### src/rtl/ihds_pkg.sv
// ----------------------------------------------------------------------------
// ihds_pkg
// Types and constants for the image header dimension sniffer.
// ----------------------------------------------------------------------------
package ihds_pkg;

   // Number of leading file bytes kept for the signature and dimension checks
   localparam int HEADER_BYTES = 30;

   // JPEG marker bytes
   localparam logic [7:0] MARKER_PREFIX = 8'hFF;
   localparam logic [7:0] MARKER_SOI    = 8'hD8;
   localparam logic [7:0] MARKER_EOI    = 8'hD9;
   localparam logic [7:0] MARKER_DHT    = 8'hC4;
   localparam logic [7:0] MARKER_JPG    = 8'hC8;
   localparam logic [7:0] MARKER_DAC    = 8'hCC;

   // Result status codes
   typedef enum logic [2:0] {
      STATUS_OK          = 3'd0,
      STATUS_EMPTY       = 3'd1,
      STATUS_PNG_ZERO    = 3'd2,
      STATUS_GIF_ZERO    = 3'd3,
      STATUS_JPEG_ZERO   = 3'd4,
      STATUS_UNPARSED    = 3'd5,
      STATUS_UNSUPPORTED = 3'd6
   } status_type;

   // JPEG marker and segment walker phases
   typedef enum logic [2:0] {
      PH_IDLE   = 3'd0,
      PH_SEARCH = 3'd1,
      PH_FFRUN  = 3'd2,
      PH_LENHI  = 3'd3,
      PH_LENLO  = 3'd4,
      PH_SKIP   = 3'd5,
      PH_SOF    = 3'd6,
      PH_DONE   = 3'd7
   } jpeg_phase_type;

   // What the JPEG walk has found so far
   typedef enum logic [1:0] {
      KIND_NONE = 2'd0,
      KIND_OK   = 2'd1,
      KIND_ZERO = 2'd2
   } jpeg_kind_type;

   // Start-of-frame markers: C0..CF except DHT, JPG and DAC
   function automatic logic is_sof(input logic [7:0] m);
      logic r;
      r = (m[7:4] == 4'hC);
      case (m)
         MARKER_DHT, MARKER_JPG, MARKER_DAC: r = 1'b0;
         default: ;
      endcase
      return r;
   endfunction

endpackage

### src/rtl/image_header_dimension_sniffer_core.sv
// ----------------------------------------------------------------------------
// image_header_dimension_sniffer_core
// Reads width and height from PNG, GIF, WebP (VP8X) and JPEG file headers.
// ----------------------------------------------------------------------------
// Usage:
//   Stream a file in, one byte per req transaction, from offset zero. Every
//   transaction carries the total file length and the supported-media-type
//   flag; both are taken from the first byte of each file only. A file of
//   length zero is sent as one lone transaction and yields the empty status.
//   Exactly one rsp transaction follows the final byte of each file: status,
//   width and height (width and height read zero unless status is OK).
//   Formats are checked in the order PNG, GIF, WebP VP8X, then the JPEG SOF
//   segment found by the marker walker that runs as the bytes go by.
// Throughput:
//   One byte per cycle sustained while no final byte waits for the result
//   slot. A byte is captured in the input stage at its req transaction; from
//   there it updates the state registers, and a final byte also loads the
//   result into the output register. Rate is set by the single pass from
//   the input stage to the state and result registers.
// Reset:
//   Synchronous, active high; clears the position, walker and both valid
//   flags. Header bytes are not cleared, they are always written before use.
// Stall:
//   While rsp_tready is low a pending result holds; the input stage keeps
//   moving non-final bytes and only a final byte waits for the result slot.
// ----------------------------------------------------------------------------
module image_header_dimension_sniffer_core (
   input  logic        clock,
   input  logic        reset,
   input  logic        req_tvalid,
   output logic        req_tready,
   input  logic [39:0] req_tdata,   // [7:0] data_byte, [39:8] file_length
   input  logic        req_tuser,   // [0] mime_supported
   output logic        rsp_tvalid,
   input  logic        rsp_tready,
   output logic [71:0] rsp_tdata    // [2:0] status, [34:3] width, [66:35] height,
                                    // [71:67] zero
);

   localparam int HB = ihds_pkg::HEADER_BYTES;

   // ---------------------------------------------------------------- input stage
   logic        s1_valid_ff, s1_valid_in;
   logic [7:0]  s1_byte_ff;
   logic [31:0] s1_len_ff;
   logic        s1_mime_ff;
   logic        s1_fire;

   // ---------------------------------------------------------------- file state
   logic [31:0] pos_ff, pos_in;
   logic [31:0] len_ff;
   logic        mime_ff;
   logic [7:0]  header_ff [HB];

   ihds_pkg::jpeg_phase_type phase_ff, phase_in, phase_cur;
   logic [32:0] target_ff, target_in, target_cur;
   logic [15:0] seg_ff, seg_in, seg_cur;
   logic [7:0]  marker_ff, marker_in, marker_cur;
   ihds_pkg::jpeg_kind_type  kind_ff, kind_in, kind_cur;
   logic [15:0] jw_ff, jw_in, jw_cur;
   logic [15:0] jh_ff, jh_in, jh_cur;

   // ---------------------------------------------------------------- result
   logic                 rsp_valid_ff, rsp_valid_in;
   ihds_pkg::status_type rsp_status_ff, rsp_status_in;
   logic [31:0]          rsp_w_ff, rsp_w_in;
   logic [31:0]          rsp_h_ff, rsp_h_in;

   // ---------------------------------------------------------------- per-byte view
   logic        first;
   logic [31:0] n;
   logic        mime;
   logic        empty;
   logic        last_byte;
   logic [32:0] p33, n33, i33, seg_end;
   logic [32:0] sof_off;
   logic        search_end;
   logic [15:0] seg_full;
   logic [7:0]  b;

   assign b     = s1_byte_ff;
   assign first = (pos_ff == 32'd0);
   assign n     = first ? s1_len_ff : len_ff;
   assign mime  = first ? s1_mime_ff : mime_ff;
   assign empty = first && (n == 32'd0);

   assign p33        = {1'b0, pos_ff};
   assign n33        = {1'b0, n};
   assign i33        = p33 - 33'd1;
   assign last_byte  = (p33 + 33'd1) >= n33;
   assign search_end = (p33 + 33'd9) >= n33;
   assign seg_full   = {seg_cur[15:8], b};
   assign seg_end    = i33 + {17'd0, seg_full};
   assign sof_off    = target_cur - p33;

   // A new file restarts the walker from its reset values
   always_comb begin
      if (first) begin
         phase_cur  = ihds_pkg::PH_IDLE;
         target_cur = '0;
         seg_cur    = '0;
         marker_cur = '0;
         kind_cur   = ihds_pkg::KIND_NONE;
         jw_cur     = '0;
         jh_cur     = '0;
      end else begin
         phase_cur  = phase_ff;
         target_cur = target_ff;
         seg_cur    = seg_ff;
         marker_cur = marker_ff;
         kind_cur   = kind_ff;
         jw_cur     = jw_ff;
         jh_cur     = jh_ff;
      end
   end

   // ---------------------------------------------------------------- walker next state
   always_comb begin
      phase_in = phase_cur;
      unique case (phase_cur)
         ihds_pkg::PH_IDLE: begin
            if (pos_ff == 32'd1) begin
               phase_in = (header_ff[0] == ihds_pkg::MARKER_PREFIX &&
                           b == ihds_pkg::MARKER_SOI && n >= 32'd4) ?
                          ihds_pkg::PH_SEARCH : ihds_pkg::PH_DONE;
            end
         end
         ihds_pkg::PH_SEARCH: begin
            if (search_end) phase_in = ihds_pkg::PH_DONE;
            else if (b == ihds_pkg::MARKER_PREFIX) phase_in = ihds_pkg::PH_FFRUN;
         end
         ihds_pkg::PH_FFRUN: begin
            if (b == ihds_pkg::MARKER_PREFIX) phase_in = ihds_pkg::PH_FFRUN;
            else if (b == ihds_pkg::MARKER_SOI || b == ihds_pkg::MARKER_EOI)
               phase_in = ihds_pkg::PH_SEARCH;
            else if ((p33 + 33'd2) >= n33) phase_in = ihds_pkg::PH_DONE;
            else phase_in = ihds_pkg::PH_LENHI;
         end
         ihds_pkg::PH_LENHI: phase_in = ihds_pkg::PH_LENLO;
         ihds_pkg::PH_LENLO: begin
            if (seg_full < 16'd2 || seg_end > n33) phase_in = ihds_pkg::PH_DONE;
            else if (ihds_pkg::is_sof(marker_cur) && seg_full >= 16'd7)
               phase_in = ihds_pkg::PH_SOF;
            else phase_in = ihds_pkg::PH_SKIP;
         end
         ihds_pkg::PH_SKIP: begin
            // Segment over: this byte is searched like any other
            if (p33 == target_cur) begin
               if (search_end) phase_in = ihds_pkg::PH_DONE;
               else if (b == ihds_pkg::MARKER_PREFIX) phase_in = ihds_pkg::PH_FFRUN;
               else phase_in = ihds_pkg::PH_SEARCH;
            end
         end
         ihds_pkg::PH_SOF: begin
            if (sof_off == 33'd0) phase_in = ihds_pkg::PH_DONE;
         end
         ihds_pkg::PH_DONE: phase_in = ihds_pkg::PH_DONE;
         default: phase_in = ihds_pkg::PH_DONE;
      endcase
   end

   // ---------------------------------------------------------------- walker outputs
   always_comb begin
      target_in = target_cur;
      seg_in    = seg_cur;
      marker_in = marker_cur;
      kind_in   = kind_cur;
      jw_in     = jw_cur;
      jh_in     = jh_cur;
      unique case (phase_cur)
         ihds_pkg::PH_FFRUN: begin
            if (b != ihds_pkg::MARKER_PREFIX) marker_in = b;
         end
         ihds_pkg::PH_LENHI: seg_in = {b, 8'd0};
         ihds_pkg::PH_LENLO: begin
            seg_in = seg_full;
            if (seg_full >= 16'd2 && seg_end <= n33) begin
               if (ihds_pkg::is_sof(marker_cur) && seg_full >= 16'd7) begin
                  target_in = i33 + 33'd6;
                  kind_in   = ihds_pkg::KIND_NONE;
                  jw_in     = '0;
                  jh_in     = '0;
               end else begin
                  target_in = seg_end;
               end
            end
         end
         ihds_pkg::PH_SOF: begin
            // Frame header: precision, height hi/lo, width hi/lo
            if (sof_off == 33'd3) jh_in[15:8] = b;
            else if (sof_off == 33'd2) jh_in[7:0] = b;
            else if (sof_off == 33'd1) jw_in[15:8] = b;
            else if (sof_off == 33'd0) begin
               jw_in[7:0] = b;
               kind_in = ({jw_cur[15:8], b} == 16'd0 || jh_cur == 16'd0) ?
                         ihds_pkg::KIND_ZERO : ihds_pkg::KIND_OK;
            end
         end
         ihds_pkg::PH_IDLE, ihds_pkg::PH_SEARCH, ihds_pkg::PH_SKIP,
         ihds_pkg::PH_DONE: ;
         default: ;
      endcase
   end

   // ---------------------------------------------------------------- format decision
   logic [7:0] hv [HB];

   always_comb begin
      for (int k = 0; k < HB; k++) begin
         hv[k] = (pos_ff == 32'(k)) ? b : header_ff[k];
      end
   end

   logic is_png, is_gif, is_webp;

   assign is_png = (n >= 32'd24) && hv[0] == 8'h89 && hv[1] == 8'h50 && hv[2] == 8'h4E &&
                   hv[3] == 8'h47 && hv[4] == 8'h0D && hv[5] == 8'h0A &&
                   hv[6] == 8'h1A && hv[7] == 8'h0A;
   // "GIF87a" or "GIF89a"
   assign is_gif = (n >= 32'd10) && hv[0] == 8'h47 && hv[1] == 8'h49 && hv[2] == 8'h46 &&
                   hv[3] == 8'h38 && (hv[4] == 8'h37 || hv[4] == 8'h39) && hv[5] == 8'h61;
   // "RIFF" .... "WEBP" "VP8X"
   assign is_webp = (n >= 32'd30) && hv[0] == 8'h52 && hv[1] == 8'h49 &&
                    hv[2] == 8'h46 && hv[3] == 8'h46 && hv[8] == 8'h57 &&
                    hv[9] == 8'h45 && hv[10] == 8'h42 && hv[11] == 8'h50 &&
                    hv[12] == 8'h56 && hv[13] == 8'h50 && hv[14] == 8'h38 &&
                    hv[15] == 8'h58;

   always_comb begin
      logic [31:0] w, h;
      ihds_pkg::status_type st;
      w  = '0;
      h  = '0;
      st = ihds_pkg::STATUS_OK;
      if (empty) begin
         st = ihds_pkg::STATUS_EMPTY;
      end else if (is_png) begin
         w  = {hv[16], hv[17], hv[18], hv[19]};
         h  = {hv[20], hv[21], hv[22], hv[23]};
         st = (w == 32'd0 || h == 32'd0) ? ihds_pkg::STATUS_PNG_ZERO : ihds_pkg::STATUS_OK;
      end else if (is_gif) begin
         w  = {16'd0, hv[7], hv[6]};
         h  = {16'd0, hv[9], hv[8]};
         st = (w == 32'd0 || h == 32'd0) ? ihds_pkg::STATUS_GIF_ZERO : ihds_pkg::STATUS_OK;
      end else if (is_webp) begin
         // Stored as size minus one, so never zero
         w  = {8'd0, hv[26], hv[25], hv[24]} + 32'd1;
         h  = {8'd0, hv[29], hv[28], hv[27]} + 32'd1;
      end else begin
         case (kind_in)
            ihds_pkg::KIND_OK: begin
               w = {16'd0, jw_in};
               h = {16'd0, jh_in};
            end
            ihds_pkg::KIND_ZERO: st = ihds_pkg::STATUS_JPEG_ZERO;
            default: st = mime ? ihds_pkg::STATUS_UNPARSED : ihds_pkg::STATUS_UNSUPPORTED;
         endcase
      end
      if (st != ihds_pkg::STATUS_OK) begin
         w = '0;
         h = '0;
      end
      rsp_status_in = st;
      rsp_w_in      = w;
      rsp_h_in      = h;
   end

   // ---------------------------------------------------------------- handshake
   // A final byte needs the result slot; other bytes always move on
   assign s1_fire    = s1_valid_ff && (!last_byte || !rsp_valid_ff || rsp_tready);
   assign req_tready = !s1_valid_ff || s1_fire;
   assign pos_in     = last_byte ? 32'd0 : pos_ff + 32'd1;

   always_comb begin
      s1_valid_in = s1_valid_ff;
      if (s1_fire) s1_valid_in = 1'b0;
      if (req_tvalid && req_tready) s1_valid_in = 1'b1;
   end

   always_comb begin
      rsp_valid_in = rsp_valid_ff;
      if (rsp_tready) rsp_valid_in = 1'b0;
      if (s1_fire && last_byte) rsp_valid_in = 1'b1;
   end

   // ---------------------------------------------------------------- registers
   always_ff @(posedge clock) begin
      if (reset) begin
         s1_valid_ff  <= 1'b0;
         rsp_valid_ff <= 1'b0;
         pos_ff       <= '0;
         len_ff       <= '0;
         mime_ff      <= 1'b0;
         phase_ff     <= ihds_pkg::PH_IDLE;
         target_ff    <= '0;
         seg_ff       <= '0;
         marker_ff    <= '0;
         kind_ff      <= ihds_pkg::KIND_NONE;
         jw_ff        <= '0;
         jh_ff        <= '0;
      end else begin
         s1_valid_ff  <= s1_valid_in;
         rsp_valid_ff <= rsp_valid_in;
         if (s1_fire) begin
            pos_ff  <= pos_in;
            len_ff  <= n;
            mime_ff <= mime;
            if (empty) begin
               // Lone item of an empty file: walker stays at its restart values
               phase_ff  <= phase_cur;
               target_ff <= target_cur;
               seg_ff    <= seg_cur;
               marker_ff <= marker_cur;
               kind_ff   <= kind_cur;
               jw_ff     <= jw_cur;
               jh_ff     <= jh_cur;
            end else begin
               phase_ff  <= phase_in;
               target_ff <= target_in;
               seg_ff    <= seg_in;
               marker_ff <= marker_in;
               kind_ff   <= kind_in;
               jw_ff     <= jw_in;
               jh_ff     <= jh_in;
            end
         end
      end
   end

   always_ff @(posedge clock) begin
      if (req_tvalid && req_tready) begin
         s1_byte_ff <= req_tdata[7:0];
         s1_len_ff  <= req_tdata[39:8];
         s1_mime_ff <= req_tuser;
      end
      if (s1_fire && !empty && pos_ff < 32'(HB)) begin
         header_ff[pos_ff[4:0]] <= b;
      end
      if (s1_fire && last_byte) begin
         rsp_status_ff <= rsp_status_in;
         rsp_w_ff      <= rsp_w_in;
         rsp_h_ff      <= rsp_h_in;
      end
   end

   assign rsp_tvalid = rsp_valid_ff;
   assign rsp_tdata  = {5'd0, rsp_h_ff, rsp_w_ff, rsp_status_ff};

   // ---------------------------------------------------------------- assertions
   a_final_gives_result: assert property (@(posedge clock) disable iff (reset)
      (s1_fire && last_byte) |=> rsp_valid_ff)
      else $error("final byte did not load a result");

   a_final_rewinds: assert property (@(posedge clock) disable iff (reset)
      (s1_fire && last_byte) |=> (pos_ff == 32'd0))
      else $error("position not rewound after final byte");

   a_dims_zero_on_error: assert property (@(posedge clock) disable iff (reset)
      (rsp_valid_ff && rsp_status_ff != ihds_pkg::STATUS_OK) |->
      (rsp_w_ff == 32'd0 && rsp_h_ff == 32'd0))
      else $error("nonzero dimensions with error status");

   a_stage_holds: assert property (@(posedge clock) disable iff (reset)
      (s1_valid_ff && !s1_fire) |=> (s1_valid_ff && $stable(s1_len_ff) &&
      $stable(s1_byte_ff)))
      else $error("input stage lost a pending byte");

   a_done_sticks: assert property (@(posedge clock) disable iff (reset)
      (s1_fire && !first && phase_ff == ihds_pkg::PH_DONE) |=>
      (phase_ff == ihds_pkg::PH_DONE))
      else $error("walker left done state within a file");

endmodule

### config.mk
export PLATFORM = sky130hd
export DESIGN_NAME = image_header_dimension_sniffer_core
export DESIGN_NICKNAME = d
export VERILOG_FILES = /design/src/rtl/ihds_pkg.sv /design/src/rtl/image_header_dimension_sniffer_core.sv
export SDC_FILE = /design/constraint.sdc
export NUM_CORES = 1
export LEC_CHECK = 0
export ABC_AREA = 1
export BUFFER_PORTS_ARGS = -buffer_cell sky130_fd_sc_hd__buf_4
export CAP_MARGIN = 30
export CELL_PAD_IN_SITES_DETAIL_PLACEMENT = 1
export CELL_PAD_IN_SITES_GLOBAL_PLACEMENT = 1
export CORE_ASPECT_RATIO = 1.4
export CORE_MARGIN = 1.5
export CORE_UTILIZATION = 39
export CTS_BUF_LIST = sky130_fd_sc_hd__clkbuf_16
export CTS_CLUSTER_SIZE = 25
export DETAILED_ROUTE_END_ITERATION = 8
export PLACE_DENSITY_LB_ADDON = 0.1
export SLEW_MARGIN = 30
export SYNTH_ARGS = -nofsm -noshare
export SYNTH_HDL_FRONTEND = slang
export SYNTH_SLANG_ARGS = --single-unit
### constraint.sdc
create_clock -name clock -period 18.9 [get_ports clock]
set_input_delay 3.78 -clock clock [delete_from_list [all_inputs] [get_ports clock]]
set_output_delay 3.78 -clock clock [all_outputs]
set_load 0.005 [all_outputs]
* After elaboration in Yosys (flattened, before gate mapping)
Memories as Yosys holds them, arrays and structs flattened.
Index checks and enable logic that the tools add are counted.
Widths: inputs -> output; s select.
** Word-level totals
- Flip-flop bits (word level) :: 269
- Latch bits :: 0
- Bits in writable memories :: 240
- ROM bits :: 0
- Bits of input ports :: 45
- Output and inout port bits :: 74
- Logic and storage cells :: 299
- Memories kept :: 1
** Operators by class
- $add $sub $neg :: 10
- Multiply operators :: 0
- Div/mod/pow operators :: 0
- Order comparisons :: 13
- Eq/ne operators :: 76
- Shifts and indexed selects :: 0
- Muxes and demuxes :: 116
- Bitwise operators :: 0
- Reductions and logical operators :: 65
** Memories
- header_ff :: words 30, width 8, read ports 30, clocked after Yosys merged registers in 0, write ports 1, RTL line image_header_dimension_sniffer_core.sv:53 : logic [7:0] header_ff [HB];
** Operator list (number)
- $eq 32x5->1 const B :: 14
- $mux 8 :: 40
- $eq 32x4->1 const B :: 8
- $mux 16 :: 14
- $mux 33 :: 5
- $eq 32x3->1 const B :: 4
- $eq 8x7->1 const B :: 16
- $logic_not 32->1 :: 4
- $mux 32 :: 4
- $mux 25 :: 4
- $ge 33x32->1 :: 3
- $pmux 16 s2 :: 3
- $eq 33x2->1 const B :: 2
- $eq 32x2->1 const B :: 2
- $eq 8x8->1 const B :: 8
- $ge 32x5->1 const B :: 2
- $logic_not 16->1 :: 4
- $add 24x1->25 const B :: 2
- $mux 3 :: 16
- $logic_and 1x1->1 :: 37
- $add 32x1->33 const B :: 1
- $add 32x2->33 const B :: 1
- $add 32x4->33 const B :: 1
- $add 33x16->33 :: 1
- 38 further kinds :: 84

* Longest topological paths before layout
- Word-level depth :: 21
- Mapped depth :: 52
- Gate-level depth less buffers :: 50

* Worst setup path after synthesis
OpenSTA, ideal clock, no wires.
- Path type :: input -> output
- Start point :: input rsp_tready
- End point :: output req_tready
- Data arrival time :: 4.103 ns
- Required time :: 15.120 ns
- Path slack :: 11.017 ns
- Cell stages on the path :: 2
- Path buffers :: 0
- Path through :: nor2_1 -> nand3_1
** Between the ends
- Longest elaborated chain between the ends :: 3
** RTL lines
- from (decl) :: RTL line image_header_dimension_sniffer_core.sv:35 : input logic rsp_tready,
- $logic_or 1x1->1 :: RTL line image_header_dimension_sniffer_core.sv:270 : assign s1_fire = s1_valid_ff && (!last_byte || !rsp_valid_ff || rsp_tready);
- $logic_and 1x1->1 :: RTL line image_header_dimension_sniffer_core.sv:270
- $logic_or 1x1->1 :: RTL line image_header_dimension_sniffer_core.sv:271 : assign req_tready = !s1_valid_ff || s1_fire;
- to (decl) :: RTL line image_header_dimension_sniffer_core.sv:31 : output logic req_tready,
Every way passes these cells.

* Worst setup path after layout
- Start point :: register pos_ff[0]
- End point :: output req_tready
** Between the ends
- Longest elaborated chain between the ends :: 8
- Elaborated cells on any way between the ends :: 9
- Classes of those cells :: add/sub (1); order compare (1); mux (1); reduce/logical (6)
** RTL lines
- from (decl) :: RTL line image_header_dimension_sniffer_core.sv:50 : logic [31:0] pos_ff, pos_in;
- from (signal assigned) :: RTL line image_header_dimension_sniffer_core.sv:305 : pos_ff <= pos_in;
- branches (longest 2 deep; another with $add 32x1->33)
- $ge 33x32->1 (*) :: RTL line image_header_dimension_sniffer_core.sv:90 : assign last_byte = (p33 + 33'd1) >= n33;
- $logic_not 1->1 (*) :: RTL line image_header_dimension_sniffer_core.sv:270
- $logic_or 1x1->1 (*) (2 in a row) :: RTL line image_header_dimension_sniffer_core.sv:270
- $logic_and 1x1->1 (*) :: RTL line image_header_dimension_sniffer_core.sv:270
- $logic_or 1x1->1 (*) :: RTL line image_header_dimension_sniffer_core.sv:271
Mark *: on every way between the ends.

==> metrics.txt <==
final hold viol count=0; Finished Cell Area=41380 sq um; H-tree depth=2; cts hold-fix bufs=0; Worst Skew=0.04098 ns; synth top area cells=edfxtp_1 (28%), nand2_1 (16%), dfxtp_1 (8.1%); I/O Buffers=113; Starting Density=39.39%; R2R setup slack=10.24 ns; post-route antenna net violation count=0; number of global-route vias before repair=37610; #FFs+latches synth=501; post-route setup TNS=0 ns; Avg Cell Area, Syn=6.889 sq um; worst min-delay path class=reg -> reg; worst r2r src=pos_ff[0]$_SDFFE_PP0P_; unrepaired setup endpoints after global routing=false; Die W=265.6 um; post-synth top area cell=edfxtp_1; PwrDens=67.24 nW/um^2; Worst Path Class, Setup=reg -> out; Crit path arrival time=6.01 ns; Post-DP HPWL=123.2 mm; top-count cell post-synth=nand2_1; Final Critical Period=9.785 ns; share of the synthesized area in the top cell type=27.76%; largest net degree at the start of global routing=65; CP bufs+invs=3; gr usage total=31.85%; total number of vias=36850; Worst-path clk slew=0.07 ns; EDFF count, synth=348; worst path cell trace=inv_1 -> ha_1 -> nand2_1 -> inv_1 -> nand3_4 -> nor2_4 -> o21ai_1 -> ha_1 -> nand4_1 -> nor4_1 -> nand3_1 -> nand4_1 -> nand3_1 -> buf_4; first-pass GRT wire length=234.6 mm; pins over their slew limit=0; DR iter-0 viols=2095; Data required, critical path=15.12 ns; Post-CTS Resized=0; Synth Flop Type=edfxtp_1; clk sink count=501; routed wire length per instance=23.41 um; max cap viols=0; status=finished, final reports clean; RR Endpoint=rsp_h_ff[2]$_SDFFCE_PP0P_; core area=95570 sq um; n_diodes=0; Max Fanout on Critical Path=39; grt ovf=0; fin crit share=51.77%; Setup crit start kind=flop; slowest CP cell=nor2_4; FMAX=0.1022 GHz; CTS Buf Count=53; Die Ht=370.6 um; register area share after synthesis=35.90%; layout cells sized above 1=6.685%; CTS tree=done; mapped cell area=37640 sq um; Die ar.=98420 sq um; Worst R2R Path Depth=46; Layout Nets=5721; GPL Wtd Cong=0.9733; Ys Warns=0; slowest cell delay on critical path=0.85 ns; Setup crit end=req_tready; TritonRoute pass-1 iters=5; Cell variety after synth=57; CTS Buffer Depth=3; total routed wirelength=158.3 mm; family with the most delay on the worst path=simple AND/OR/NAND/NOR gates; LEAKAGE=18.65 nW; area growth from synthesis to layout=9.932%; DRC viols=0; leading cell types by count after synthesis=nand2_1 (1651), nor2_1 (689), inv_1 (613); Post-DP Area=39620 sq um; Least-Margin Pin Slew=0.9542 ns; clock root buffer=clkbuf_16; WP depth=14; clk_lat worst skew=0.67 ns; worst vdd ir=0.00008159 V; Top Ports=119; Mapped Cells=5464; initial antenna violation count=2; CP Launch Point=pos_ff[0]$_SDFFE_PP0P_; Fin Hold WS=0.4579 ns; Final Core Density=43.30%; drt via density=5.452; # rows=134; CP endpoint kind=output port; setup repair bufs after CTS=0; Synth async-reset ratio=0%; Slew HR=36.23%; final setup fails=0
sequential cells by signal (all words and copies together) (netlist names):
name	flops
rsp_status_ff	3
s1_len_ff	32
phase_ff	3
jh_ff	16
pos_ff	32
rsp_tvalid	1
seg_ff	8
len_ff	32
mime_ff	1
s1_mime_ff	1
jw_ff	16
rsp_h_ff	32
rsp_w_ff	32
s1_valid_ff	1
marker_ff	8
kind_ff	2
header_ff	240
target_ff	33
b	8
power breakdown:
group | switching (W) | internal, W
clock network | 0.000497 | 0.000594
logic | 0.000365 | 0.000136
registers | 0.00000717 | 0.00118
cells in the final DEF (no fill, tap or decap), drive strengths merged, types with 3 or more instances in the layout:
cell type	instances
xor2	168
inv	639
dfxtp	153
edfxtp	348
nand2	1666
nor2	736
o21bai	32
and2	6
or2	3
xnor2	15
nor3	62
nor4	41
nand3b	56
o31ai	5
and3	4
nor3b	3
o211ai	47
o21a	4
buf	183
o21ai	291
conb	5
nand3	318
bufinv	4
ha	184
a21oi	319
clkinv	29
nand4	119
a211oi	17
clkinvlp	6
clkbuf	56
how the worst min path moves through the flow:
stage	start	to	slack, ns	cells past startpoint
floorplan	len_ff[1]$_SDFFE_PP0P_	len_ff[1]$_SDFFE_PP0P_	0.42	2
global placement	mime_ff$_SDFFE_PP0P_	mime_ff$_SDFFE_PP0P_	0.44	2
detailed placement	len_ff[1]$_SDFFE_PP0P_	len_ff[1]$_SDFFE_PP0P_	0.45	2
CTS	len_ff[1]$_SDFFE_PP0P_	len_ff[1]$_SDFFE_PP0P_	0.46	2
global route	jw_ff[6]$_SDFFE_PP0P_	jw_ff[6]$_SDFFE_PP0P_	0.48	2
finish	len_ff[1]$_SDFFE_PP0P_	len_ff[1]$_SDFFE_PP0P_	0.46	2
layout make-up:
class | count | area [sq um]
clock buffers | 56 | 1401
clock inverters | 44 | 355.3
fillers | 12320 | 54180
inverters | 634 | 2390
multi-input cells | 4117 | 20820
flip-flops and latches | 501 | 13510
well taps | 1224 | 1531
repair buffers | 183 | 1374
tightest hold or removal path, delay by kind of cell (launching register included):
kind | cells | cell delay [ns]
AOI/OAI and AO/OA | 1 | 0.05
buffers and inverters | 1 | 0.06
DFF | 1 | 0.30
per-layer routing:
layer / wire [um] / up-vias / global-route usage [%]
met4: 12430 / 2 / 21.39
li1: - / 17880 / -
met2: 81130 / 866 / 59.63
met3: 5448 / 385 / 3.246
met1: 59220 / 17720 / 33.51
met5: 13 / - / 0
kinds of logic after synthesis:
| kind of cell | Yosys count | synth area share, % |
|---|---|---|
| xor gates and xnor gates | 183 | 4.258 |
| buffers and inverters | 850 | 9.137 |
| other | 1 | 0.009962 |
| adders and majority gates | 186 | 6.222 |
| DFF | 501 | 35.90 |
| AOI/OAI and AO/OA | 725 | 10.48 |
| and+or+nand+nor | 3018 | 34.00 |
per-stage QoR:
stage | total power [W] | setup WS, ns | cells
5_1_grt | 0.002891 | 8.662 | 6759
4_1_cts | 0.002801 | 9.146 | 6759
6_report | 0.002783 | 9.115 | 6759
3_5_place_dp | 0.001712 | 9.886 | 6659
2_1_floorplan | 0.001527 | 11.02 | 5468
3_3_place_gp | 0.001704 | 9.954 | 6659
Power figures use the tool's default switching activity.
